## src/design/aes_pkg.sv

```systemverilog
package aes_pkg;

   localparam int BlockWidth = 128;
   localparam int KeyWidth   = 256;
   localparam int WordWidth  = 64;
   localparam int IndexWidth = 3;

   localparam logic [IndexWidth-1:0] REG_KEY0 = 3'd0;
   localparam logic [IndexWidth-1:0] REG_KEY1 = 3'd1;
   localparam logic [IndexWidth-1:0] REG_KEY2 = 3'd2;
   localparam logic [IndexWidth-1:0] REG_KEY3 = 3'd3;
   localparam logic [IndexWidth-1:0] REG_KSIZE = 3'd4;
   localparam logic [IndexWidth-1:0] REG_DIR  = 3'd5;

   typedef struct packed {
      logic load;     // start a block: state = block_in ^ first round key
      logic run;      // apply one middle round
      logic last;     // apply the final round
      logic kinit;    // step the key schedule forward without touching state
      logic start_rev;// restore key register from configured key, block start
   } aes_cmd_type;

   function automatic logic [7:0] xt(input logic [7:0] x);
      xt = {x[6:0], 1'b0} ^ (x[7] ? 8'h1b : 8'h00);
   endfunction

   function automatic logic [7:0] gmul(input logic [7:0] a_in, input logic [7:0] b);
      logic [7:0] p;
      logic [7:0] a;
      p = 8'h00;
      a = a_in;
      for (int i = 0; i < 8; i++) begin
         if (b[i]) p = p ^ a;
         a = xt(a);
      end
      gmul = p;
   endfunction

   function automatic logic [7:0] ginv(input logic [7:0] x);
      logic [7:0] r;
      logic [7:0] b;
      logic [7:0] e;
      r = 8'h01;
      b = x;
      e = 8'd254;
      for (int i = 0; i < 8; i++) begin
         if (e[i]) r = gmul(r, b);
         b = gmul(b, b);
      end
      ginv = r;
   endfunction

   function automatic logic [7:0] rotl8(input logic [7:0] x, input int n);
      rotl8 = (x << n) | (x >> (8 - n));
   endfunction

   function automatic logic [7:0] sbox_calc(input logic [7:0] x);
      logic [7:0] s;
      s = ginv(x);
      sbox_calc = s ^ rotl8(s, 1) ^ rotl8(s, 2) ^ rotl8(s, 3) ^ rotl8(s, 4) ^ 8'h63;
   endfunction

   function automatic logic [7:0] isbox_calc(input logic [7:0] x);
      logic [7:0] y;
      y = x ^ 8'h63;
      isbox_calc = ginv(rotl8(y, 1) ^ rotl8(y, 3) ^ rotl8(y, 6));
   endfunction

   typedef logic [7:0] sbox_array_type [256];

   function automatic sbox_array_type make_sbox(input logic inv);
      sbox_array_type t;
      for (int i = 0; i < 256; i++) begin
         t[i] = inv ? isbox_calc(8'(i)) : sbox_calc(8'(i));
      end
      make_sbox = t;
   endfunction

   localparam sbox_array_type SBOX  = make_sbox(1'b0);
   localparam sbox_array_type ISBOX = make_sbox(1'b1);

   function automatic logic [31:0] sub_word(input logic [31:0] w);
      sub_word = {SBOX[w[31:24]], SBOX[w[23:16]], SBOX[w[15:8]], SBOX[w[7:0]]};
   endfunction

endpackage

```

## src/design/aes_control.sv

```systemverilog
module aes_control (
   input  logic                 clock,
   input  logic                 reset,
   input  logic                 key_size,
   input  logic                 decrypt,
   input  logic                 in_valid,
   output logic                 in_ready,
   output logic                 out_valid,
   input  logic                 out_ready,
   output aes_pkg::aes_cmd_type cmd
);
   import aes_pkg::*;

   localparam logic [1:0] ST_IDLE = 2'd0;
   localparam logic [1:0] ST_KEY  = 2'd1;
   localparam logic [1:0] ST_RUN  = 2'd2;
   localparam logic [1:0] ST_DONE = 2'd3;

   logic [1:0] state_ff, state_in;
   logic [3:0] cnt_ff, cnt_in;
   logic [3:0] rounds;

   assign rounds   = key_size ? 4'd14 : 4'd10;
   assign in_ready = (state_ff == ST_IDLE);
   assign out_valid = (state_ff == ST_DONE);

   always_comb begin
      state_in = state_ff;
      cnt_in   = cnt_ff;
      cmd      = '0;
      case (state_ff)
         ST_IDLE: begin
            if (in_valid) begin
               cmd.start_rev = 1'b1;
               cnt_in = 4'd0;
               state_in = decrypt ? ST_KEY : ST_RUN;
            end
         end
         ST_KEY: begin
            // walk forward to the final round key (rounds steps for 128, rounds-1 for 256)
            cmd.kinit = 1'b1;
            cnt_in = cnt_ff + 4'd1;
            if (cnt_ff == (key_size ? rounds - 4'd2 : rounds - 4'd1)) begin
               cnt_in = 4'd0;
               state_in = ST_RUN;
            end
         end
         ST_RUN: begin
            if (cnt_ff == 4'd0) cmd.load = 1'b1;
            else if (cnt_ff == rounds) cmd.last = 1'b1;
            else cmd.run = 1'b1;
            cnt_in = cnt_ff + 4'd1;
            if (cnt_ff == rounds) state_in = ST_DONE;
         end
         ST_DONE: begin
            if (out_ready) state_in = ST_IDLE;
         end
         default: state_in = ST_IDLE;
      endcase
   end

   always_ff @(posedge clock) begin
      if (reset) begin
         state_ff <= ST_IDLE;
         cnt_ff   <= 4'd0;
      end else begin
         state_ff <= state_in;
         cnt_ff   <= cnt_in;
      end
   end

endmodule

```

## config.mk

```make
export PLATFORM = sky130hd
export DESIGN_NAME = aes_control
export DESIGN_NICKNAME = d
export VERILOG_FILES = /design/src/design/aes_pkg.sv /design/src/design/aes_control.sv
export SDC_FILE = /design/constraint.sdc
export NUM_CORES = 1
export LEC_CHECK = 0
export BUFFER_PORTS_ARGS = -buffer_cell sky130_fd_sc_hd__buf_2
export CAP_MARGIN = 25
export CORE_UTILIZATION = 25
export CTS_CLUSTER_SIZE = 24
export DETAILED_ROUTE_END_ITERATION = 10
export HOLD_SLACK_MARGIN = 0.03
export SYNTH_ARGS = -nofsm -noshare
export SYNTH_HDL_FRONTEND = slang
export SYNTH_SLANG_ARGS = --single-unit
```

## constraint.sdc

```tcl
create_clock -name clock -period 1.8 [get_ports clock]
set_input_delay 0.18 -clock clock [delete_from_list [all_inputs] [get_ports clock]]
set_output_delay 0.18 -clock clock [all_outputs]
set_load 0.02 [all_outputs]
```

==> results of run 1 <==
## where the power goes
part / total, mW / internal (mW) / leakage [nW] / switching, mW
logic: 0.443 / 0.189 / 0.256 / 0.255
clock network: 0.134 / 0.0761 / 0.0138 / 0.0582
registers: 0.185 / 0.158 / 0.0494 / 0.0266
## kinds of logic after synthesis
family,count (synthesis),share of synthesized area
simple gates,33,0.320
compound gates,11,0.152
flops,6,0.194
mux,3,0.0567
buf+inv,9,0.0688
fa+ha+maj,9,0.182
xor+xnor,1,0.0263
## registers in the layout, summed over array words and instances (netlist names)
signal and flops:
state_ff 2, cnt_ff 4
## worst max path at each step
stage	cells after the start	endpoint	slack (ps)
3_5_place_dp	6	state_ff[0]	70
4_1_cts	6	state_ff[0]	40
5_1_grt	6	state_ff[0]	0.8
3_3_place_gp	6	state_ff[0]	120
6_report	6	state_ff[0]	110
2_1_floorplan	6	state_ff[0]	60
## worst max-delay path: stages (launching register included)
cell and delay [ps]:
sky130_fd_sc_hd__dfxtp_2 350, sky130_fd_sc_hd__inv_1 90, sky130_fd_sc_hd__ha_1 230, sky130_fd_sc_hd__nor2b_1 170
sky130_fd_sc_hd__a21o_1 190, sky130_fd_sc_hd__a221oi_4 230, sky130_fd_sc_hd__mux2_4 320
## cell type report
class	instances	area, µm²
Timing Repair Buffer	13	67.6
Inverter	6	22.5
Multi-Input combinational cell	57	455
Tap cell	28	35.0
Sequential cell	6	123
Clock buffer	3	22.5
Fill cell	244	1550
## per-layer routing
layer	GRT usage	part of all wire	vias to the layer above
met4	0.0811	0.0096	0
met5	0	0	-
met2	0.214	0.48	11
li1	-	-	277
met1	0.139	0.48	252
met3	0.0263	0.035	2
## cells in the final DEF, fill, tap and decap left out, types with 3 or more instances in the layout
| master | Yosys | layout |
|---|---|---|
| sky130_fd_sc_hd__buf_2 | 1 | 12 |
| sky130_fd_sc_hd__dfxtp_1 | 6 | 4 |
| sky130_fd_sc_hd__a21oi_1 | 3 | 3 |
| sky130_fd_sc_hd__nor2_1 | 6 | 6 |
| sky130_fd_sc_hd__inv_1 | 6 | 6 |
| sky130_fd_sc_hd__nand2_1 | 6 | 6 |
| sky130_fd_sc_hd__nand4_1 | 5 | 5 |
| sky130_fd_sc_hd__clkbuf_4 | 0 | 3 |
| sky130_fd_sc_hd__ha_1 | 9 | 9 |
## through the flow
stage | power [mW] | std cells
after floorplan | 0.527 | 72
after global placement | 0.616 | 110
after detailed placement | 0.627 | 110
after CTS | 0.768 | 113
after global routing | 0.828 | 113
final | 0.763 | 113
==> results.md, run 1 <==
Status:
- The flow ran to the end, and the final reports show no timing, DRC or antenna violations.

Place:
- The count of buffers inserted at the top-level ports is 12.
- The detailed placer's ending HPWL is 1060 µm.
- The final weighted congestion of routability-driven global placement is 0.740.
- The placed instances occupy a cell area of 701 µm².
- At the placement stage, the worst setup path has a slack of 67.8 ps.

Hold path:
- The cell depth of the worst hold path is 2.
- The type of the most critical hold path is in2reg.
- The path with the worst hold slack has its endpoint at cnt_ff[2].
- The startpoint identified for the worst hold timing path is reset.

Logic synthesis:
- The warning count from the yosys run is 0.
- The synthesized design spends more area on one cell type than any other, namely sky130_fd_sc_hd__dfxtp_1.
- The number of flops mapped to enable cells by yosys is 0.
- The number of library cell types mapped by synthesis is 32.
- A synthesized cell averages 8.58 µm².
- The synthesized net count is 87.
- The synthesized netlist occupies a cell area of 618 µm².
- The share of the Yosys chip area taken by registers is 0.194.
- The most repeated cell in the gate-level netlist after synthesis is sky130_fd_sc_hd__ha_1.
- Counting flops and latches in the post-synthesis netlist gives 6.
- Sorting the synthesized cells by how often they occur yields sky130_fd_sc_hd__ha_1, sky130_fd_sc_hd__dfxtp_1, sky130_fd_sc_hd__inv_1, sky130_fd_sc_hd__nand2_1, sky130_fd_sc_hd__nor2_1.
- In the post-synthesis netlist, the biggest area contributors are sky130_fd_sc_hd__dfxtp_1, sky130_fd_sc_hd__ha_1, sky130_fd_sc_hd__nand4_1.
- The main flop type after synthesis is sky130_fd_sc_hd__dfxtp_1.
- The share of Yosys cell area claimed by the top area cell type is 0.194.
- The number of instances in the synthesized netlist is 72.
- The share of synthesized flip-flops with an asynchronous set or reset is 0.

Job:
- The number of max-cap violations is 0.

Timing:
- The worst hold slack is 205 ps.
- Setup violations remaining at the end of the flow were counted as 0.
- The period utilization is 0.941.
- The worst slew margin relative to its limit is 0.699.
- Setup repair after global routing left no endpoint under its margin.
- The hold violation count in the final report is 0.
- The number of pins with negative max-slew slack in the final report is 0.
- The highest attainable clock frequency is 0.590 GHz.
- The final critical delay including setup and external delays is 1690 ps.
- The clock arrives with 8.41 ps of skew.
- The setup total negative slack is 0 ps.
- The worst-case setup margin in the final layout is 106 ps.
- For the pin with the worst max-slew slack, the measured transition is 449 ps.

Critical path:
- The worst reg-to-reg path cell count is 6.
- STA puts the critical path data required time at 1940 ps.
- The worst setup path is captured at a register.
- The critical path is of the reg2reg type.
- The worst reg-to-reg setup slack is 110 ps.
- The largest fanout on the critical path is 4.
- STA classifies the critical path startpoint as a register.
- For the worst setup path, the data arrival time is 1840 ps.
- The worst register-to-register path begins at state_ff[0].
- The worst flop-to-flop path endpoint is state_ff[0].
- Tracing the worst setup path back leads to its startpoint at state_ff[0].

Clocking:
- The root buffer cell is sky130_fd_sc_hd__clkbuf_4.
- For the worst-skew pair, the clock arrives at the later sink with an insertion delay of 250 ps.
- The clock tree from TritonCTS is done.
- Clock-pin slew was measured on the worst setup and hold paths at 60 ps.
- The hold-fix buffer count after cts is 0.
- The post-cts gate resize count is 0.
- The H-tree depth reported by CTS is 1.
- In this run the post-CTS setup repair buffer count came out at 0.
- The count of clock tree sinks is 6.
- The total CTS buffers is 3.
- The clock passes through at most 2 buffers.

Drt:
- The first detailed-routing pass took 4 iterations.
- Dividing the detail-routed wire length by the instance count gives 12.0 µm.
- The routed design has 1360 µm of wire.
- Once detail routing completed, the nets flagged for antenna violations numbered 0.
- The DRC marker count from the first detailed-route iteration is 3.
- The number of design rule violations left after detail routing is 0.
- The total number of vias is 542.
- After detailed routing, the number of vias per cell comes to 4.80.

Final layout:
- The area growth from synthesis to layout is 17.4%.
- The number of diodes added for antenna fixing is 0.
- In the final layout, the share of cells above drive strength 1 is 0.294.
- At the end of the flow, the number of nets in the layout was 102.
- At the end of the flow the core is filled with cells to 0.319.
- The final design area excluding fillers is 726 µm².

Power and ir drop:
- The worst-case IR drop observed on VDD is 0.000673 V.
- The leakage power is 0.319 nW.
- In this run the power density over the cells is 1050 nW/µm².

Floorplan:
- The number of cell rows is 17.
- The die boundary height is 51.7 µm.
- For this configuration, the core starts out at a cell density of 0.272.
- The total die area is 2670 µm².
- The core footprint is 2280 µm².
- During I/O placement, the number of pins put on the boundary was 13.
- The width of the die is 51.7 µm.

Global routing:
- The initial antenna violation count is 0.
- The global-route wire length before repair is 2380 µm.
- Across every metal layer, demand over resource in global routing totals 0.125.
- The number of global-route vias before repair came to 562.
- The largest net degree at the start of global routing is 10.
- The aggregate global routing overflow is 0.
(Power assumes the default switching activity.)
==> inputs of run 2 (changes only) <==
--- a/config.mk
+++ b/config.mk
@@ -7,10 +7,13 @@
 export LEC_CHECK = 0
 export BUFFER_PORTS_ARGS = -buffer_cell sky130_fd_sc_hd__buf_2
 export CAP_MARGIN = 25
+export CELL_PAD_IN_SITES_DETAIL_PLACEMENT = 1
+export CELL_PAD_IN_SITES_GLOBAL_PLACEMENT = 1
 export CORE_UTILIZATION = 25
 export CTS_CLUSTER_SIZE = 24
 export DETAILED_ROUTE_END_ITERATION = 10
 export HOLD_SLACK_MARGIN = 0.03
+export PLACE_DENSITY_LB_ADDON = 0.1
 export SYNTH_ARGS = -nofsm -noshare
 export SYNTH_HDL_FRONTEND = slang
 export SYNTH_SLANG_ARGS = --single-unit
==> run 2 against run 1 <==
Total power increased by 3.5%; non-clock buffer count increased by 3; sequential share of layout area decreased by 0.65 points; first-iteration DRC count decreased by 33%; die area unchanged; setup slack improved by 19 ps; final area increased by 2.9%; utilization increased by 0.93 points; register-to-register slack improved by 20 ps; via count increased by 1.5%; cell count increased by 2.7%; sequential power decreased by 2%; critical endpoint unchanged; largest power group unchanged.
==> results.md, run 2 (synthesis results as in run 1) <==
Status:
- Run status: finished, final reports clean (unchanged).

Timing:
- Unrepaired setup endpoints after global routing: false (unchanged).
- The highest attainable clock frequency is 0.597 GHz (was 0.590 GHz).
- The clock tree skew after final layout was 1.43 ps (was 8.41 ps).
- The setup total negative slack was 0 ps (unchanged).
- The hold violation count in the final report is 0 (unchanged).
- The number of pins with negative max-slew slack in the final report is 0 (unchanged).
- The final critical delay including setup and external delays is 1680 ps (was 1690 ps).
- The setup violation total in the final timing report is 0 (unchanged).
- The slew at the pin closest to its max-slew limit is 455 ps (was 449 ps).
- The period utilization is 0.931 (was 0.941).
- The worst slew margin relative to its limit is 0.695 (was 0.699).

Global routing:
- The initial antenna violation count is 0 (unchanged).
- The aggregate global routing overflow is 0 (unchanged).
- The global routing usage summed across all routing layers was 0.120 (was 0.125).
- The number of global-route vias before repair is 511 (was 562).
- The largest net degree at the start of global routing was 11 (was 10).
- The global-route wire length before repair is 2340 µm (was 2380 µm).

Drt:
- The total wire length is 1410 µm (was 1360 µm).
- The first-pass detailed-route iteration total came to 3 (was 4).
- The routed length per placed instance is 12.2 µm (was 12.0 µm).
- The DRC marker count from the first detailed-route iteration is 2 (was 3).
- The post-route antenna net violation count was 0 (unchanged).
- The number of design rule violations left after detail routing was 0 (unchanged).
- The total number of vias is 550 (was 542).
- The vias per cell is 4.74 (was 4.80).

Clocking:
- The clock insertion delay at the later pin of the skew report is 250 ps (about the same).
- The clock-pin slew reported for the worst setup and hold paths after clock tree synthesis is 50 ps (was 60 ps).
- The count of clock tree sinks is 6 (unchanged).
- The post-CTS setup buffer count was 0 (unchanged).
- The H-tree depth reported by CTS is 1 (unchanged).
- The total CTS buffers is 3 (unchanged).
- The clock tree from TritonCTS was done (unchanged).
- The root buffer cell is sky130_fd_sc_hd__clkbuf_4 (unchanged).
- The deepest clock path buffer count is 2 (unchanged).

Final layout:
- The fraction of final layout cells sized beyond drive strength 1 is 0.307 (was 0.294).
- The area overhead of the layout relative to synthesis was 20.9% (was 17.4%).
- Leading registers by flop count: cnt_ff x4, state_ff x2 (unchanged).
- The total of fill cells in the finished design is 280 (was 244).
- The number of flip-flops under the largest register name is 4 (unchanged).
- Most frequent cells in the layout: sky130_fd_sc_hd__buf_2, sky130_fd_sc_hd__ha_1, sky130_fd_sc_hd__inv_1, sky130_fd_sc_hd__nand2_1, sky130_fd_sc_hd__nor2_1 (unchanged).
- The number of diodes added for antenna fixing is 0 (unchanged).
- The count of nets after finishing is 105 (was 102).
- The most common library cell in the layout ignoring fill and taps was sky130_fd_sc_hd__buf_2 (unchanged).
- The register with the most flip-flops is cnt_ff (unchanged).

Critical path:
- The critical path data arrival time is 1810 ps (was 1840 ps).
- The largest fanout on the critical path is 4 (unchanged).
- The worst-path cell with the longest stage delay is sky130_fd_sc_hd__dfxtp_1 (was sky130_fd_sc_hd__dfxtp_2).
- The cell family contributing the most delay on the critical path is compound AO/OA/AOI/OAI gates (unchanged).
- The buffer and inverter count on the worst path is 1 (unchanged).
- The worst path required time was 1940 ps (about the same).
- The type of the worst setup path is reg2reg (unchanged).
- The type of element capturing the critical path is a register (unchanged).
- The type of origin of the critical path is a register (unchanged).
- The longest individual stage delay on the worst path is 350 ps (about the same).
- Worst path cell trace: inv_1 -> ha_1 -> nor2b_1 -> a21o_1 -> a221oi_4 -> mux2_4 (unchanged).

Floorplan:
- The die boundary height is 51.7 µm (unchanged).
- The number of cell rows is 17 (unchanged).
- The core footprint came to 2280 µm² (unchanged).
- The total die area is 2670 µm² (unchanged).
- The width of the die is 51.7 µm (unchanged).
- The starting density of the core is 0.272 (unchanged).
- The top-level I/O count was 13 (unchanged).

Job:
- The number of max-cap violations is 0 (unchanged).

Power and ir drop:
- The total power of the final layout is 0.789 mW (was 0.763 mW).
- The power per standard cell area was 1060 nW/µm² (was 1050 nW/µm²).
- The leakage power came to 0.333 nW (was 0.319 nW).
- The worst IR drop on VDD is 0.000344 V (was 0.000673 V).

Place:
- The detailed placer's ending HPWL is 1130 µm (was 1060 µm).
- The final weighted congestion of routability-driven global placement is 0.684 (was 0.740).
- The count of buffers inserted at the top-level ports is 12 (unchanged).

Hold path:
- The type of the most critical hold path is in2reg (unchanged).
[run 2: worst register-to-register path: stages, from the launching register on]
cell	delay (ps)
sky130_fd_sc_hd__dfxtp_1	350
sky130_fd_sc_hd__inv_1	90
sky130_fd_sc_hd__ha_1	200
sky130_fd_sc_hd__nor2b_1	180
sky130_fd_sc_hd__a21o_1	200
sky130_fd_sc_hd__a221oi_4	230
sky130_fd_sc_hd__mux2_4	320
[run 2: layout make-up]
cell class                      instances  area (µm²)  share of cell area
Sequential cell                         6         121               0.162
Multi-Input combinational cell         57         455               0.610
Clock buffer                            3        22.5              0.0302
Timing Repair Buffer                   16        90.1               0.121
Inverter                                6        22.5              0.0302
Tap cell                               28        35.0              0.0469
[run 2: final timing paths]
| kind | startpoint | endpoint | slack, ps | cells after the start |
|---|---|---|---|---|
| min | reset | cnt_ff[1] | 210 | 2 |
| min reg2reg | state_ff[1] | state_ff[1] | 500 | 2 |
| max reg2reg | state_ff[1] | state_ff[0] | 120 | 6 |
| max | state_ff[1] | state_ff[0] | 120 | 6 |
[run 2: stage by stage]
step                      area [µm²]   util  hold slack (ps)  cells  setup slack [ps]
after CTS                        746  0.328              207    116              57.8
after global routing             747  0.328              225    116              7.44
after detailed placement         723  0.318              473    113              64.7
after global placement           723  0.318              464    113              52.6
after floorplan                  618      -              378     72              55.9
final                            747  0.328              215    116               125
[run 2: what timing repair did]
item / CTS / global route
endpoints found under the setup margin: 0 / 2
resized for setup: 0 / 1
hold buffers: 0 / 0
[run 2: power by group]
group	switching [mW]	internal [mW]
logic	0.260	0.213
registers	0.0241	0.157
clock network	0.0588	0.0762
total	0.343	0.446
[run 2: layer usage]
layer  global-route usage  part of all wire
met1                0.164              0.52
met2                0.177              0.44
met3               0.0175             0.035
met4               0.0676            0.0085
met5                    0                 0
